==> src/rtl/bptb_obuf.sv <==
// Two-entry output buffer: an output register plus a skid register.
// Lets the producer hand over a request while a finished one still waits.
// Depends on nothing beyond its parameter.
module bptb_obuf #(
  parameter int W = 32
) (
  input  logic         clk_i,
  input  logic         rst_ni,
  input  logic         in_valid_i,
  output logic         in_ready_o,
  input  logic [W-1:0] in_data_i,
  output logic         out_valid_o,
  input  logic         out_ready_i,
  output logic [W-1:0] out_data_o
);

  logic [W-1:0] main_q, skid_q;
  logic         main_valid_q, main_valid_d;
  logic         skid_valid_q, skid_valid_d;
  logic         load_main_in, load_main_skid, load_skid;
  logic         in_fire, out_fire;

  assign in_ready_o  = !skid_valid_q;
  assign in_fire     = in_valid_i && in_ready_o;
  assign out_fire    = main_valid_q && out_ready_i;
  assign out_valid_o = main_valid_q;
  assign out_data_o  = main_q;

  always_comb begin
    main_valid_d   = main_valid_q;
    skid_valid_d   = skid_valid_q;
    load_main_in   = 1'b0;
    load_main_skid = 1'b0;
    load_skid      = 1'b0;
    if (skid_valid_q) begin
      if (out_fire) begin
        load_main_skid = 1'b1;
        skid_valid_d   = 1'b0;
      end
    end else if (in_fire) begin
      if (!main_valid_q || out_fire) begin
        load_main_in = 1'b1;
        main_valid_d = 1'b1;
      end else begin
        load_skid    = 1'b1;
        skid_valid_d = 1'b1;
      end
    end else if (out_fire) begin
      main_valid_d = 1'b0;
    end
  end

  always_ff @(posedge clk_i) begin
    if (load_main_in) begin
      main_q <= in_data_i;
    end else if (load_main_skid) begin
      main_q <= skid_q;
    end
    if (load_skid) begin
      skid_q <= in_data_i;
    end
  end

  always_ff @(posedge clk_i or negedge rst_ni) begin
    if (!rst_ni) begin
      main_valid_q <= 1'b0;
      skid_valid_q <= 1'b0;
    end else begin
      main_valid_q <= main_valid_d;
      skid_valid_q <= skid_valid_d;
    end
  end

endmodule
==> config.mk <==
export PLATFORM = sky130hd
export DESIGN_NAME = bptb_obuf
export DESIGN_NICKNAME = d
export VERILOG_FILES = /design/src/rtl/bptb_obuf.sv
export SDC_FILE = /design/constraint.sdc
export NUM_CORES = 1
export LEC_CHECK = 0
export BUFFER_PORTS_ARGS = -buffer_cell sky130_fd_sc_hd__buf_2
export CORE_MARGIN = 10
export CORE_UTILIZATION = 50
export CTS_CLUSTER_DIAMETER = 150
export DETAILED_ROUTE_END_ITERATION = 6
export GPL_TIMING_DRIVEN = 1
export PLACE_DENSITY = 0.77
export SLEW_MARGIN = 20
export SYNTH_ARGS = -nofsm -noshare
export SYNTH_HDL_FRONTEND = slang
export SYNTH_SLANG_ARGS = --single-unit
==> constraint.sdc <==
create_clock -name clk_i -period 4.25 [get_ports clk_i]
set_clock_uncertainty 0.1 [all_clocks]
set_input_delay 1.275 -clock clk_i [delete_from_list [all_inputs] [get_ports clk_i]]
set_output_delay 1.275 -clock clk_i [all_outputs]
set_load 0.01 [all_outputs]
Yosys cells after proc, flatten, opt, wreduce, memory -nomap -nowiden
Cells that the tools add are included.
{ "word_totals": {"reg_bits": 66, "latch_bits": 0, "mem_bits_rw": 0, "rom_bits": 0, "input_bits": 36, "output_inout_bits": 34, "word_cells": 29, "mem_count": 0} }
{ "classes": {"addsub": 0, "n_mul": 0, "n_div": 0, "order_cmp": 0, "n_eq_ne": 1, "shifts": 0, "muxes": 15, "bitwise": 1, "reduce_logical": 8} }
{ "ops": {"columns": ["operator", "count"], "rows": [
  ["$mux W32", 2],
  ["$mux W1", 13],
  ["$reduce_bool A2 Y1", 2],
  ["$reduce_and A3 Y1", 1],
  ["$logic_and A1 B1 Y1", 2],
  ["$logic_not A1 Y1", 2],
  ["$ne A2 B1 Y1 const B", 1],
  ["$logic_or A1 B1 Y1", 1],
  ["$not A1 Y1", 1]
]} }

Logic depth before layout (Yosys ltp)
{ "depth": {"ltp_word": 6, "depth_mapped": 4} }

Least setup slack after synthesis
OpenSTA, ideal clock, no wires.
{ "synth_path": {"path_kind": "input-to-reg", "start": "in out_ready_i", "end": "reg main_q[0] (netlist: out_data_o[0]), enable pin", "setup_time_ns": 0.470, "arrival_ns": 3.807, "t_required_ns": 3.680, "path_slack_ns": -0.128, "path_stages": 2, "cell_sequence": "nand2b_2 a21boi_0"} }
{ "synth_between": {"elab_chain_cells": 6, "elab_cells_between_ends": 8, "classes_between": "5 x mux; 3 x reduce/logical"} }
{ "synth_lines": {"columns": ["item", "line", "text"], "rows": [
  ["from (decl)", "13", "input logic out_ready_i,"],
  ["$logic_and A1 B1 Y1 *", "25", "assign out_fire = main_valid_q && out_ready_i;"],
  ["$logic_or A1 B1 Y1", "41", "if (!main_valid_q || out_fire) begin"],
  ["$mux W1", "41", null],
  ["$mux W1", "40", "end else if (in_fire) begin"],
  ["$mux W1", "35", "if (skid_valid_q) begin"],
  ["$reduce_bool A2 Y1 (no line) *", null, null],
  ["to (signal assigned)", "55", "main_q <= in_data_i;"],
  ["to (signal assigned)", "57", "main_q <= skid_q;"],
  ["to (decl)", "17", "logic [W-1:0] main_q, skid_q;"]
]} }
Every way passes the cells marked *; elsewhere a longest branch is shown, timed or not.
A chain may end at the register's enable or synchronous reset.

Final worst setup path
{ "layout_path": {"start": "in out_ready_i", "end": "reg main_q[25] (netlist: out_data_o[25]), data pin"} }
{ "layout_between": {"elab_chain_cells": 6} }
{ "layout_lines": {"columns": ["item", "line", "text"], "rows": [
  ["$logic_and A1 B1 Y1", "25", null],
  ["$logic_or A1 B1 Y1", "41", null],
  ["$mux W1", "41", null],
  ["$mux W1", "40", null],
  ["$mux W1", "35", null],
  ["$mux W32", "54", "if (load_main_in) begin"]
]} }
Every way passes these cells.

==> run metrics <==
status=finished clean; most numerous cell in the Yosys netlist=edfxtp_1; Post-synth EDFFs=64; synth top area cells=edfxtp_1 75%, mux2_4 18%, dfrtp_1 2.0%, buf_6 1.3%, mux2_2 0.88%; Data required, critical path=4220 ps; Core ar.=4820 µm²; Worst-Margin Slew=885 ps; library cells used by synthesis=13; Overall Global Routing Usage=11.2%; Wirelength per Cell=17.2 µm; Clock Path Buffers=2; largest net degree at the start of global routing=33; Mean Syn Cell Area=22.6 µm²; worst hold path class=register to register; row cnt=25; total number of vias=1264; Post-Layout Cell Count=262; Ports=70; pwr dens=640 nW/µm²; leading cell types by count after synthesis=64 x edfxtp_1, 30 x mux2_4, 3 x buf_6, 3 x nand2_1; initial antenna violation count=0; number of global-route vias before repair=1401; Initial Util=52.9%; Clk Latency, worst-skew pair=330 ps; Setup TNS Final=0 ps; first-pass GRT wire length=7100 µm; Crit. End Element=register; DP Cell Count=246; 1st-iter DRT viols=69; CTS tree=done; arrival time worst endpoint=2560 ps; hold_buf cts=0; total power=2.04 mW; CTS clk-pin slew, worst paths=70 ps; Top FF cell, synth=edfxtp_1; post-CTS sizing=0; crit path max fanout=32; Crit Path Class=input port to register; synthesized netlist cell count=113; post-CTS setup buffer count=0; synthesized cell area=2550 µm²; share of the yosys chip area belonging to registers=77.3%; DIE AREA=8360 µm²; Die Wd=91.4 µm; Critical Path Max Stage Delay=500 ps; asr flop ratio synth=3.03%; static leakage=1.32 nW; drc violations=0; fin. max-slew vios=0; CTS Buf Count=9; Final min period=2580 ps; Root Driver=clkbuf_8; via density per instance=4.82; final hold violations=0; Max-Cap Viols=0; Startpoint Class=input port; grt ovf=0; area leader, netlist=edfxtp_1; VDD IR-drop max=457 µV; # diodes=0; 1st-pass router iterations=4; Yosys warnings=0; WL final=4500 µm; Syn Nets=149; P&R area growth vs syn=25.1%; Die Height=91.4 µm; unrepaired setup endpoints after global routing=false; Final #Nets=227; Placer Congestion=0.706; period utilisation layout=60.8%; Synth Register Bits=66; Achievable Freq=387 MHz; clock sink count=66; slowest CP cell=nand3_4; crit-path cells=buf_2 > nand2b_2 > nand3_4 > mux2_4; Synth top area share=75.4%; PortBufs=69; Rel. slew slack=40.9%; final-report setup violation count=0; Routed Antenna Nets=0; H-tree depth=3; layout cells sized above 1=60.0%
==> worst max-delay path: cells and delay by family <==
family | cells | cell delay, ps
muxes | 1 | 490
and+or+nand+nor | 2 | 680
buffers and inverters | 1 | 100
==> kinds of logic after synthesis <==
kind of cell           share of synthesized area, %
buffers and inverters                          1.62
AOI/OAI and AO/OA                             0.883
DFF                                            77.3
muxes                                          18.5
and+or+nand+nor                                1.62
==> stage by stage <==
step / util [%] / hold WS [ps] / setup slack, ps / instance area, µm²
2_1_floorplan: - / 412 / 708 / 2550
3_3_place_gp: 61.5 / 425 / 1380 / 2960
3_5_place_dp: 61.5 / 436 / 1290 / 2960
4_1_cts: 65.7 / 450 / 1650 / 3160
5_1_grt: 66.2 / 459 / 1610 / 3190
6_report: 66.2 / 443 / 1670 / 3190
==> cell usage in the layout, fill, tap and decap left out, drive strengths merged <==
cell and n:
a21boi 1, a21oi 2, buf 70, bufinv 2
clkbuf 11, clkinv 2, dfrtp 2, edfxtp 64
inv 2, mux2 32, nand2 3, nand2b 1
nand3 1, nor2 1, o21ai 1
==> final timing paths <==
path                                         start                  endpoint  slack (ps)  depth (start not counted)
setup reg to reg           out_valid_o$_DFFE_PN0P_  out_data_o[25]$_DFFE_PP_        2300                          3
hold reg to reg                skid_q[8]$_DFFE_PP_   out_data_o[8]$_DFFE_PP_         440                          1
max in group asynchronous                   rst_ni   out_valid_o$_DFFE_PN0P_        3330                          1
hold / removal                 skid_q[8]$_DFFE_PP_   out_data_o[8]$_DFFE_PP_         440                          1
setup / recovery                       out_ready_i  out_data_o[25]$_DFFE_PP_        1670                          4
min in group asynchronous                   rst_ni    skid_valid_q$_DFF_PN0_         620                          1
==> registers in the layout (all words and copies together), names as in the netlist <==
| signal | cells |
|---|---|
| out_data_o | 32 |
| skid_valid_q | 1 |
| out_valid_o | 1 |
| skid_q | 32 |
==> per-layer routing <==
layer | up-vias | global-route usage [%] | share of wire, %
li1 | 600 | - | -
met1 | 615 | 11.3 | 39
met2 | 43 | 18.4 | 52
met3 | 6 | 5.84 | 8.0
met4 | 0 | 5.87 | 0.80
met5 | - | 0 | 0
==> power breakdown <==
part | switching (mW) | total [mW] | internal, mW
sequential | 0.0439 | 0.971 | 0.928
combinational | 0.285 | 0.537 | 0.252
clock | 0.209 | 0.533 | 0.324
total | 0.539 | 2.04 | 1.50
==> final cells by class <==
type	count	area (µm²)
Inverter	2	7.51
Clock inverter	4	67.6
Fill cell	370	1630
Sequential cell	66	1970
Multi-Input combinational cell	42	556
Clock buffer	11	131
Tap cell	67	83.8
Timing Repair Buffer	70	373
(Power assumes the default switching activity.)
